`src/sv/rss_pkg.sv`:
```
package rss_pkg;

  // field widths
  localparam int unsigned SAMPLE_W = 16;
  localparam int unsigned COUNT_W  = 16;
  localparam int unsigned SUM_W    = 32;
  localparam int unsigned SQ_W     = 47;
  localparam int unsigned FRAC_W   = 8;
  localparam int unsigned MEAN_W   = 24;
  localparam int unsigned VAR_W    = 39;
  localparam int unsigned DEV_W    = 24;

  // internal widths
  localparam int unsigned MUL_W    = 32;
  localparam int unsigned PROD_W   = 2 * MUL_W;
  localparam int unsigned SQ_LO_W  = 24;
  localparam int unsigned SQ_HI_W  = SQ_W - SQ_LO_W;
  localparam int unsigned NUM_W    = COUNT_W + SQ_W;
  localparam int unsigned DEN_W    = 2 * COUNT_W;
  localparam int unsigned MDVD_W   = SUM_W + FRAC_W;
  localparam int unsigned VDVD_W   = NUM_W + FRAC_W;
  localparam int unsigned ROOT_IN_W = 2 * DEV_W;

  // input actions
  localparam logic ACT_RECORD = 1'b0;
  localparam logic ACT_CLEAR  = 1'b1;

  // multiplier operand selection, issued in this order
  typedef enum logic [1:0] {
    MUL_DEN = 2'd0,
    MUL_ALO = 2'd1,
    MUL_AHI = 2'd2,
    MUL_BSQ = 2'd3
  } mul_sel_t;

  typedef struct packed {
    logic     load_item;
    logic     mul_go;
    mul_sel_t mul_sel;
    logic     mdiv_start;
    logic     numer;
    logic     vdiv_start;
    logic     vsat;
    logic     sqrt_start;
    logic     out_load;
  } ctrl_cmd_t;

  typedef struct packed {
    logic mdiv_busy;
    logic vdiv_busy;
    logic sqrt_busy;
  } dp_status_t;

endpackage

```
`src/sv/rss_divider.sv`:
```
module rss_divider #(
  parameter int unsigned DVD_W = 40,
  parameter int unsigned DSR_W = 16
) (
  input  logic             clk,
  input  logic             rst_n,
  input  logic             start,
  input  logic [DVD_W-1:0] dividend,
  input  logic [DSR_W-1:0] divisor,
  output logic             busy,
  output logic [DVD_W-1:0] quotient
);

  localparam int unsigned CNT_W = $clog2(DVD_W + 1);

  logic [DSR_W-1:0] rem_r, rem_nxt;
  logic [DVD_W-1:0] dq_r, dq_nxt;
  logic [DSR_W-1:0] dsr_r;
  logic [CNT_W-1:0] cnt_r;
  logic             busy_r;
  logic [DSR_W:0]   shifted;
  logic             fits;

  // one restoring step: quotient bits shift in where dividend bits leave
  always_comb begin
    shifted = {rem_r, dq_r[DVD_W-1]};
    fits    = (shifted >= {1'b0, dsr_r});
    rem_nxt = fits ? DSR_W'(shifted - {1'b0, dsr_r}) : shifted[DSR_W-1:0];
    dq_nxt  = {dq_r[DVD_W-2:0], fits};
  end

  always_ff @(posedge clk) begin
    if (!rst_n) begin
      busy_r <= 1'b0;
      cnt_r  <= '0;
    end else if (start) begin
      busy_r <= 1'b1;
      cnt_r  <= '0;
    end else if (busy_r) begin
      cnt_r <= cnt_r + 1'b1;
      if (cnt_r == CNT_W'(DVD_W - 1)) begin
        busy_r <= 1'b0;
      end
    end
  end

  always_ff @(posedge clk) begin
    if (start) begin
      rem_r <= '0;
      dq_r  <= dividend;
      dsr_r <= divisor;
    end else if (busy_r) begin
      rem_r <= rem_nxt;
      dq_r  <= dq_nxt;
    end
  end

  assign busy     = busy_r;
  assign quotient = dq_r;

endmodule

```
`src/sv/rss_sqrt.sv`:
```
module rss_sqrt #(
  parameter int unsigned OUT_W = 24
) (
  input  logic               clk,
  input  logic               rst_n,
  input  logic               start,
  input  logic [2*OUT_W-1:0] radicand,
  output logic               busy,
  output logic [OUT_W-1:0]   root
);

  localparam int unsigned IN_W  = 2 * OUT_W;
  localparam int unsigned CNT_W = $clog2(OUT_W + 1);

  logic [IN_W-1:0]  rad_r;
  logic [OUT_W:0]   rem_r, rem_nxt;
  logic [OUT_W-1:0] root_r, root_nxt;
  logic [CNT_W-1:0] cnt_r;
  logic             busy_r;
  logic [OUT_W+2:0] shifted;
  logic [OUT_W+2:0] trial;
  logic             fits;

  // digit-by-digit root, two radicand bits per step
  always_comb begin
    shifted  = {rem_r, rad_r[IN_W-1 -: 2]};
    trial    = {1'b0, root_r, 2'b01};
    fits     = (shifted >= trial);
    rem_nxt  = fits ? (OUT_W+1)'(shifted - trial) : shifted[OUT_W:0];
    root_nxt = {root_r[OUT_W-2:0], fits};
  end

  always_ff @(posedge clk) begin
    if (!rst_n) begin
      busy_r <= 1'b0;
      cnt_r  <= '0;
    end else if (start) begin
      busy_r <= 1'b1;
      cnt_r  <= '0;
    end else if (busy_r) begin
      cnt_r <= cnt_r + 1'b1;
      if (cnt_r == CNT_W'(OUT_W - 1)) begin
        busy_r <= 1'b0;
      end
    end
  end

  always_ff @(posedge clk) begin
    if (start) begin
      rad_r  <= radicand;
      rem_r  <= '0;
      root_r <= '0;
    end else if (busy_r) begin
      rad_r  <= {rad_r[IN_W-3:0], 2'b00};
      rem_r  <= rem_nxt;
      root_r <= root_nxt;
    end
  end

  assign busy = busy_r;
  assign root = root_r;

endmodule

```
`src/sv/rss_datapath.sv`:
```
module rss_datapath (
  input  logic                                 clk,
  input  logic                                 rst_n,
  input  rss_pkg::ctrl_cmd_t                   cmd,
  output rss_pkg::dp_status_t                  status,
  input  logic                                 in_action,
  input  logic signed [rss_pkg::SAMPLE_W-1:0]  in_sample,
  output logic        [rss_pkg::COUNT_W-1:0]   out_sample_count,
  output logic signed [rss_pkg::SUM_W-1:0]     out_running_sum,
  output logic        [rss_pkg::SQ_W-1:0]      out_square_sum,
  output logic signed [rss_pkg::SAMPLE_W-1:0]  out_smallest,
  output logic signed [rss_pkg::SAMPLE_W-1:0]  out_largest,
  output logic signed [rss_pkg::MEAN_W-1:0]    out_mean_value,
  output logic        [rss_pkg::VAR_W-1:0]     out_variance_value,
  output logic        [rss_pkg::DEV_W-1:0]     out_deviation_value,
  output logic                                 out_overflowed
);

  localparam int unsigned SW = rss_pkg::SAMPLE_W;
  localparam int unsigned CW = rss_pkg::COUNT_W;
  localparam logic signed [SW-1:0] SMP_MAX = {1'b0, {(SW-1){1'b1}}};
  localparam logic signed [SW-1:0] SMP_MIN = {1'b1, {(SW-1){1'b0}}};

  // running statistics
  logic        [CW-1:0]             count_r;
  logic signed [rss_pkg::SUM_W-1:0] sum_r;
  logic        [rss_pkg::SQ_W-1:0]  sq_r;
  logic signed [SW-1:0]             min_r;
  logic signed [SW-1:0]             max_r;
  logic                             ovf_r;

  logic [SW-1:0]             mag_x;
  logic [2*SW-1:0]           sq_x;
  logic [rss_pkg::SUM_W-1:0] mag_sum;

  always_comb begin
    mag_x   = in_sample[SW-1] ? SW'(-in_sample) : in_sample;
    sq_x    = {{SW{1'b0}}, mag_x} * {{SW{1'b0}}, mag_x};
    mag_sum = sum_r[rss_pkg::SUM_W-1] ? rss_pkg::SUM_W'(-sum_r) : sum_r;
  end

  always_ff @(posedge clk) begin
    if (!rst_n) begin
      count_r <= '0;
      sum_r   <= '0;
      sq_r    <= '0;
      min_r   <= SMP_MAX;
      max_r   <= SMP_MIN;
      ovf_r   <= 1'b0;
    end else if (cmd.load_item) begin
      if (in_action == rss_pkg::ACT_CLEAR) begin
        count_r <= '0;
        sum_r   <= '0;
        sq_r    <= '0;
        min_r   <= SMP_MAX;
        max_r   <= SMP_MIN;
        ovf_r   <= 1'b0;
      end else if (&count_r) begin
        ovf_r <= 1'b1;
      end else begin
        count_r <= count_r + 1'b1;
        sum_r   <= sum_r + rss_pkg::SUM_W'(in_sample);
        sq_r    <= sq_r + rss_pkg::SQ_W'(sq_x);
        if (in_sample < min_r) begin
          min_r <= in_sample;
        end
        if (in_sample > max_r) begin
          max_r <= in_sample;
        end
      end
    end
  end

  // shared multiplier with a registered product and write-back tag
  logic [rss_pkg::MUL_W-1:0]   mul_a, mul_b;
  logic [rss_pkg::PROD_W-1:0]  prod_r;
  rss_pkg::mul_sel_t           tag_r;
  logic                        pvld_r;
  logic [rss_pkg::DEN_W-1:0]   den_r;
  logic [rss_pkg::NUM_W-1:0]   a_r;
  logic [rss_pkg::NUM_W-1:0]   b_r;

  always_comb begin
    mul_a = rss_pkg::MUL_W'(count_r);
    mul_b = '0;
    unique case (cmd.mul_sel)
      rss_pkg::MUL_DEN: mul_b = rss_pkg::MUL_W'(CW'(count_r - 1'b1));
      rss_pkg::MUL_ALO: mul_b = rss_pkg::MUL_W'(sq_r[rss_pkg::SQ_LO_W-1:0]);
      rss_pkg::MUL_AHI: mul_b = rss_pkg::MUL_W'(sq_r[rss_pkg::SQ_W-1:rss_pkg::SQ_LO_W]);
      rss_pkg::MUL_BSQ: begin
        mul_a = mag_sum;
        mul_b = mag_sum;
      end
      default: mul_b = '0;
    endcase
  end

  always_ff @(posedge clk) begin
    if (!rst_n) begin
      pvld_r <= 1'b0;
    end else begin
      pvld_r <= cmd.mul_go;
    end
  end

  always_ff @(posedge clk) begin
    if (cmd.mul_go) begin
      prod_r <= {{rss_pkg::MUL_W{1'b0}}, mul_a} * {{rss_pkg::MUL_W{1'b0}}, mul_b};
      tag_r  <= cmd.mul_sel;
    end
  end

  // count*sumsq assembled from two partial products, then sum^2 taken off
  always_ff @(posedge clk) begin
    if (pvld_r) begin
      case (tag_r)
        rss_pkg::MUL_DEN: den_r <= prod_r[rss_pkg::DEN_W-1:0];
        rss_pkg::MUL_ALO: a_r   <= rss_pkg::NUM_W'(prod_r);
        rss_pkg::MUL_AHI: a_r   <= a_r + {prod_r[rss_pkg::NUM_W-rss_pkg::SQ_LO_W-1:0],
                                          {rss_pkg::SQ_LO_W{1'b0}}};
        rss_pkg::MUL_BSQ: b_r   <= prod_r[rss_pkg::NUM_W-1:0];
        default: ;
      endcase
    end else if (cmd.numer) begin
      a_r <= (a_r >= b_r) ? a_r - b_r : '0;
    end
  end

  // dividers and root
  logic [rss_pkg::MDVD_W-1:0] mquot;
  logic [rss_pkg::VDVD_W-1:0] vquot;
  logic [rss_pkg::VAR_W-1:0]  var_r;
  logic [rss_pkg::DEV_W-1:0]  root;

  rss_divider #(
    .DVD_W (rss_pkg::MDVD_W),
    .DSR_W (CW)
  ) u_mean_div (
    .clk      (clk),
    .rst_n    (rst_n),
    .start    (cmd.mdiv_start),
    .dividend ({mag_sum, {rss_pkg::FRAC_W{1'b0}}}),
    .divisor  (count_r),
    .busy     (status.mdiv_busy),
    .quotient (mquot)
  );

  rss_divider #(
    .DVD_W (rss_pkg::VDVD_W),
    .DSR_W (rss_pkg::DEN_W)
  ) u_var_div (
    .clk      (clk),
    .rst_n    (rst_n),
    .start    (cmd.vdiv_start),
    .dividend ({a_r, {rss_pkg::FRAC_W{1'b0}}}),
    .divisor  (den_r),
    .busy     (status.vdiv_busy),
    .quotient (vquot)
  );

  always_ff @(posedge clk) begin
    if (cmd.vsat) begin
      var_r <= (|vquot[rss_pkg::VDVD_W-1:rss_pkg::VAR_W]) ? '1 : vquot[rss_pkg::VAR_W-1:0];
    end
  end

  rss_sqrt #(
    .OUT_W (rss_pkg::DEV_W)
  ) u_sqrt (
    .clk      (clk),
    .rst_n    (rst_n),
    .start    (cmd.sqrt_start),
    .radicand (rss_pkg::ROOT_IN_W'({var_r, {rss_pkg::FRAC_W{1'b0}}})),
    .busy     (status.sqrt_busy),
    .root     (root)
  );

  // result register
  logic [rss_pkg::MEAN_W-1:0] mq;
  logic                       few;

  always_comb begin
    mq  = mquot[rss_pkg::MEAN_W-1:0];
    few = (count_r < CW'(2));
  end

  always_ff @(posedge clk) begin
    if (cmd.out_load) begin
      out_sample_count    <= count_r;
      out_running_sum     <= sum_r;
      out_square_sum      <= sq_r;
      out_smallest        <= min_r;
      out_largest         <= max_r;
      out_overflowed      <= ovf_r;
      if (count_r == '0) begin
        out_mean_value <= '0;
      end else if (sum_r[rss_pkg::SUM_W-1]) begin
        out_mean_value <= -mq;
      end else begin
        out_mean_value <= mq;
      end
      out_variance_value  <= few ? '0 : var_r;
      out_deviation_value <= few ? '0 : root;
    end
  end

endmodule

```
`src/sv/rss_ctrl.sv`:
```
module rss_ctrl (
  input  logic                clk,
  input  logic                rst_n,
  input  logic                in_valid,
  output logic                in_ready,
  output logic                out_valid,
  input  logic                out_ready,
  output rss_pkg::ctrl_cmd_t  cmd,
  input  rss_pkg::dp_status_t status
);

  typedef enum logic [9:0] {
    S_IDLE   = 10'b0000000001,
    S_MUL    = 10'b0000000010,
    S_MWB    = 10'b0000000100,
    S_NUM    = 10'b0000001000,
    S_VLOAD  = 10'b0000010000,
    S_VWAIT  = 10'b0000100000,
    S_VSAT   = 10'b0001000000,
    S_SQLOAD = 10'b0010000000,
    S_SQWAIT = 10'b0100000000,
    S_OUT    = 10'b1000000000
  } state_t;

  state_t     state_r, state_nxt;
  logic [1:0] step_r, step_nxt;
  logic       ovld_r, ovld_nxt;
  logic       out_free;

  always_comb begin
    out_free  = !ovld_r || out_ready;
    state_nxt = state_r;
    step_nxt  = step_r;
    ovld_nxt  = ovld_r && !out_ready;
    cmd       = '0;
    cmd.mul_sel = rss_pkg::mul_sel_t'(step_r);
    unique case (state_r)
      S_IDLE: begin
        if (in_valid) begin
          cmd.load_item = 1'b1;
          step_nxt      = '0;
          state_nxt     = S_MUL;
        end
      end
      S_MUL: begin
        cmd.mul_go     = 1'b1;
        cmd.mdiv_start = (step_r == '0);
        step_nxt       = step_r + 1'b1;
        if (&step_r) begin
          state_nxt = S_MWB;
        end
      end
      S_MWB:    state_nxt = S_NUM;
      S_NUM: begin
        cmd.numer = 1'b1;
        state_nxt = S_VLOAD;
      end
      S_VLOAD: begin
        cmd.vdiv_start = 1'b1;
        state_nxt      = S_VWAIT;
      end
      S_VWAIT: begin
        if (!status.vdiv_busy) begin
          state_nxt = S_VSAT;
        end
      end
      S_VSAT: begin
        cmd.vsat  = 1'b1;
        state_nxt = S_SQLOAD;
      end
      S_SQLOAD: begin
        cmd.sqrt_start = 1'b1;
        state_nxt      = S_SQWAIT;
      end
      S_SQWAIT: begin
        if (!status.sqrt_busy && !status.mdiv_busy) begin
          state_nxt = S_OUT;
        end
      end
      S_OUT: begin
        if (out_free) begin
          cmd.out_load = 1'b1;
          ovld_nxt     = 1'b1;
          state_nxt    = S_IDLE;
        end
      end
      default: state_nxt = S_IDLE;
    endcase
  end

  always_ff @(posedge clk) begin
    if (!rst_n) begin
      state_r <= S_IDLE;
      step_r  <= '0;
      ovld_r  <= 1'b0;
    end else begin
      state_r <= state_nxt;
      step_r  <= step_nxt;
      ovld_r  <= ovld_nxt;
    end
  end

  assign in_ready  = (state_r == S_IDLE);
  assign out_valid = ovld_r;

endmodule

```
`src/sv/running_sample_statistics.sv`:
```
// running sample statistics: each request either records a signed 16-bit
// sample (in_action low) or clears everything (in_action high), and returns
// one result with the count, sum, sum of squares, min and max, plus the mean
// (sum<<8)/count, the unbiased variance ((count*sumsq - sum^2)<<8) /
// (count*(count-1)) saturated to 39 bits, and the truncated square root of
// variance<<8, all with eight fraction bits and all divisions truncating.
// mean is zero when empty, variance and deviation zero under two samples.
// once the count reaches 65535 further samples are dropped and a sticky
// overflow flag is raised until the next clear. one request is worked at a
// time: the controller returns to idle, where the next request can be
// accepted, in the cycle after the result is loaded. the time is set by the
// 71-step restoring division for the variance followed by the 24-step
// digit-by-digit square root; the mean division (40 steps) runs alongside
// the multiplies and the variance division. the result sits in an output
// register, so the next request is taken while it waits.
module running_sample_statistics (
  input  logic                                 clk,
  input  logic                                 rst_n,
  // request channel
  input  logic                                 in_valid,
  output logic                                 in_ready,
  input  logic                                 in_action,
  input  logic signed [rss_pkg::SAMPLE_W-1:0]  in_sample,
  // result channel
  output logic                                 out_valid,
  input  logic                                 out_ready,
  output logic        [rss_pkg::COUNT_W-1:0]   out_sample_count,
  output logic signed [rss_pkg::SUM_W-1:0]     out_running_sum,
  output logic        [rss_pkg::SQ_W-1:0]      out_square_sum,
  output logic signed [rss_pkg::SAMPLE_W-1:0]  out_smallest,
  output logic signed [rss_pkg::SAMPLE_W-1:0]  out_largest,
  output logic signed [rss_pkg::MEAN_W-1:0]    out_mean_value,
  output logic        [rss_pkg::VAR_W-1:0]     out_variance_value,
  output logic        [rss_pkg::DEV_W-1:0]     out_deviation_value,
  output logic                                 out_overflowed
);

  // controller sequences the shared multiplier, dividers and root unit
  rss_pkg::ctrl_cmd_t  cmd;
  rss_pkg::dp_status_t status;

  rss_ctrl u_ctrl (
    .clk       (clk),
    .rst_n     (rst_n),
    .in_valid  (in_valid),
    .in_ready  (in_ready),
    .out_valid (out_valid),
    .out_ready (out_ready),
    .cmd       (cmd),
    .status    (status)
  );

  // datapath holds the statistics, arithmetic units and result register
  rss_datapath u_dp (
    .clk                 (clk),
    .rst_n               (rst_n),
    .cmd                 (cmd),
    .status              (status),
    .in_action           (in_action),
    .in_sample           (in_sample),
    .out_sample_count    (out_sample_count),
    .out_running_sum     (out_running_sum),
    .out_square_sum      (out_square_sum),
    .out_smallest        (out_smallest),
    .out_largest         (out_largest),
    .out_mean_value      (out_mean_value),
    .out_variance_value  (out_variance_value),
    .out_deviation_value (out_deviation_value),
    .out_overflowed      (out_overflowed)
  );

endmodule

```
`config.mk`:
```
export PLATFORM = sky130hd
export DESIGN_NAME = running_sample_statistics
export DESIGN_NICKNAME = d
export VERILOG_FILES = /design/src/sv/rss_pkg.sv /design/src/sv/rss_divider.sv /design/src/sv/rss_sqrt.sv /design/src/sv/rss_datapath.sv /design/src/sv/rss_ctrl.sv /design/src/sv/running_sample_statistics.sv
export SDC_FILE = /design/constraint.sdc
export NUM_CORES = 2
export LEC_CHECK = 0
export BUFFER_PORTS_ARGS = -buffer_cell sky130_fd_sc_hd__buf_2
export CAP_MARGIN = 40
export CORE_ASPECT_RATIO = 1.5
export CORE_MARGIN = 2
export CORE_UTILIZATION = 30
export CTS_CLUSTER_SIZE = 30
export DETAILED_ROUTE_END_ITERATION = 8
export GPL_ROUTABILITY_DRIVEN = 0
export PLACE_DENSITY_LB_ADDON = 0.3
export RECOVER_POWER = 50
export SLEW_MARGIN = 0
export SYNTH_ARGS = -nofsm -noshare
export SYNTH_HDL_FRONTEND = slang
export SYNTH_SLANG_ARGS = --single-unit
export TNS_END_PERCENT = 10
```
`constraint.sdc`:
```
create_clock -name clk -period 13 [get_ports clk]
set_input_delay 1.3 -clock clk [delete_from_list [all_inputs] [get_ports clk]]
set_output_delay 1.3 -clock clk [all_outputs]
set_load 0.05 [all_outputs]
```
==> metrics.md <==
| Metric | Value |
|---|---|
| Root Driver | `clkbuf_16` |
| Pre-CTS setup slack | `1.34 ns` |
| First-pass GRT wire length | `approximately 450000 um` |
| Pre-antenna DRT Iters | `6` |
| Yosys top cell area share | `0.250` |
| Setup Skew | `between 0.08 and 0.09 ns` |
| Die Footprint | `297000 um2` |
| DP HPWL | `about 240000 um` |
| Fraction of registers with async set/reset | `0` |
| Yosys cell types | `96` |
| Power per cell area | `133 nW/um2` |
| Starting Density | `0.301` |
| Max Slew Vio Count | `approximately 650` |
| Number of vias per cell | `slightly above 5` |
| # hold bufs at CTS | `0` |
| Worst Path Required | `13.47 ns` |
| Synth Flop Type | `edfxtp_1` |
| Rows | `about 240` |
| Hold path start | `u_dp.den_r[2]$_DFFE_PP_` |
| Htree depth | `3` |
| Clk slew on worst S/H paths | `~0.070 ns` |
| Post-synth top cells | `inv_1, nand2_1, fa_1, nor2_1, edfxtp_1` |
| Core area | `approximately 290000 um2` |
| Total global routing overflow | `0` |
| FF-to-FF setup slack | `between 1 and 1.5 ns` |
| Worst Setup End Kind | `flip-flop` |
| RSZ-0062 raised after global routing | `no` |
| DRC Markers | `0` |
| Detailed Route Iter0 Violations | `~4800` |
| Max Cap Viol | `12` |
| Die X | `around 450 um` |
| Cell with the most instances after synthesis | `inv_1` |
| Total track usage | `0.203` |
| I/O Buffers | `around 240` |
| Sequential share of the synthesized area | `0.289` |
| Max Root-Sink Buffers | `3` |
| Worst slew margin | `-1.52` |
| Worst-Margin Slew | `3.78 ns` |
| CTS tree | `done` |
| Final WS setup | `roughly 1.2 ns` |
| Syn Std Cell Area | `87700 um2` |
| Die H | `between 600 and 700 um` |
| EDFF count, synth | `~660` |
| Share of layout cells above drive strength 1 | `0.0491` |
| Gate Count Post-Synth | `between 9000 and 10000` |
| Vias in the first global route | `between 70000 and 80000` |
| Largest cells by area after synthesis | `fa_1, edfxtp_1, ha_1` |
| Setup TNS Final | `0 ns` |
| Clock sinks | `between 900 and 1000` |
| Worst path max stage delay | `around 0.81 ns` |
| Wirelength, routed | `300000 um` |
| Vias | `68027` |
| Tmin final | `11.83 ns` |
| Leading area contributor after synthesis | `fa_1` |
| Pwr Total | `approximately 13 mW` |
| F_max | `roughly 85 MHz` |
| Max VDD drop | `about 0.7 mV` |
| Area Growth Syn to Fin | `10.5%` |
| FF-to-FF path depth | `33` |
| Initial antenna violation count | `10` |
| Reg2reg end | `u_dp.prod_r[62]$_DFFE_PP_` |
| Setup Buffers After CTS | `0` |
| Leakage power | `between 40 and 50 nW` |
| Layout net count | `~11000` |
| HP Class | `reg -> reg` |
| Critical path class | `reg -> reg` |
| Timing startpoint of the critical path | `u_dp.sum_r[6]$_SDFFE_PN0P_` |
| CP Launch Type | `flip-flop` |
| R2r startpoint | `u_dp.sum_r[6]$_SDFFE_PN0P_` |
| Fin Hold WS | `roughly 0.40 ns` |
| Design Area, Final | `between 90000 and 100000 um2` |
| DR WL/cell | `around 23 um` |
| Critical path peak fanout | `16` |
| Status | `finished with violations` |
| Warnings, synthesis | `0` |
| Clk Latency, worst-skew pair | `0.78 ns` |
| Post-Synthesis Mean Instance Area | `roughly 9.5 um2` |
| Synth Register Bits | `~940` |
| Final setup fails | `0` |
| Failing checks | `capacitance limit, slew limit` |
| Data arrival time of the worst path | `12.30 ns` |
| Largest net degree at the start of global routing | `76` |
| CP dominant cell by count | `fa_1` |
| Period utilization | `0.910` |
| TritonCTS buffer count | `94` |
| Cts repair resizes | `0` |
| Final hold vios | `0` |
| Slowest-stage cell, CP | `or3_1` |
| I/O pin total | `about 240` |
| Setup crit end | `u_dp.prod_r[62]$_DFFE_PP_` |
| Antenna Nets Post-Route | `0` |
| Dpl cell area | `around 94000 um2` |
[logic make-up (layout without fill, tap and decap cells)]
logic type                 count (synthesis)  after routing  synth area share
and+or+nand+nor                         2845           2845             0.141
buffers and inverters                   1890           2102            0.0813
adders and majority gates               1709           1709             0.338
AOI/OAI and AO/OA                       1330           1330            0.0987
DFF                                      936            936             0.289
xor gates and xnor gates                 375            375            0.0376
muxes                                    131            131            0.0151
other                                      2             36         0.0000856
[placed cells by master (no fill, tap or decap), types with 90 or more instances in the layout]
cell type,count
xnor2_1,203
xor2_1,168
edfxtp_1,659
o21ai_0,284
buf_4,153
clkbuf_1,223
fa_1,1095
a21o_1,164
clkbuf_16,96
nor2b_1,90
nand3_1,170
inv_1,1480
ha_1,613
nand2_1,1139
a21oi_1,328
nor2_1,976
mux2i_1,118
dfxtp_1,274
[worst min path at each step]
stage                                        endpoint  slack (ns)  cells after the start
CTS                 u_dp.u_var_div.dsr_r[2]$_DFFE_PP_        0.39                      0
detailed placement  u_dp.u_var_div.dsr_r[3]$_DFFE_PP_        0.40                      0
global route        u_dp.u_var_div.dsr_r[3]$_DFFE_PP_        0.40                      0
finish              u_dp.u_var_div.dsr_r[2]$_DFFE_PP_        0.40                      0
global placement    u_dp.u_var_div.dsr_r[1]$_DFFE_PP_        0.40                      0
floorplan           u_dp.u_var_div.dsr_r[0]$_DFFE_PP_        0.40                      0
[through the flow]
stage,std cells,utilization
floorplan,9246,-
global route,13257,0.332
finish,13261,0.332
CTS,13253,0.334
global placement,13047,0.321
detailed placement,13080,0.323
[routing by layer]
layer  global-route usage  up-vias  share of wire
met5             0.000655        -       0.000053
met4                0.153        2          0.091
met3               0.0267      957          0.055
met2                0.360     2598           0.50
met1                0.220    34163           0.35
li1                     -    30307              -
[where the power goes]
group / switching [mW] / internal (mW) / total, mW
Clock: 1.30 / 1.55 / 2.84
Sequential: 0.164 / 3.29 / 3.45
Combinational: 3.91 / 2.68 / 6.60
Total: 5.37 / 7.52 / 12.9
[state kept, by name, indices dropped and copies added (netlist names), 24 cells and up]
| name | cells |
|---|---|
| u_dp.a_r | 63 |
| u_dp.b_r | 63 |
| u_dp.den_r | 32 |
| u_dp.out_deviation_value | 24 |
| u_dp.out_mean_value | 24 |
| u_dp.out_running_sum | 32 |
| u_dp.out_square_sum | 47 |
| u_dp.out_variance_value | 39 |
| u_dp.prod_r | 63 |
| u_dp.sq_r | 47 |
| u_dp.sum_r | 32 |
| u_dp.u_mean_div.quotient | 40 |
| u_dp.u_sqrt.rad_r | 40 |
| u_dp.u_sqrt.rem_r | 25 |
| u_dp.u_sqrt.root | 24 |
| u_dp.u_var_div.dsr_r | 32 |
| u_dp.u_var_div.quotient | 71 |
| u_dp.u_var_div.rem_r | 32 |
| u_dp.var_r | 39 |
[layout make-up]
type,count,area [um2]
fill,29831,195000
multi-input combinational,6420,55500
sequential,936,25300
inverter,1497,5620
tap,3797,4750
timing repair buffer,432,2510
clock buffer,111,2480
clock inverter,62,701
antenna,6,15.0
[critical path, delay by kind of cell (launching register included)]
| family | cells | cell delay (ns) |
|---|---|---|
| AO/OA/AOI/OAI | 4 | 1.49 |
| XOR/XNOR | 2 | 0.46 |
| adder cells (fa/ha/maj) | 9 | 3.99 |
| buffers and inverters | 4 | 0.52 |
| flip-flops | 1 | 0.40 |
| AND/OR/NAND/NOR | 14 | 4.64 |
No activity file was read; power rests on OpenSTA's default activity.
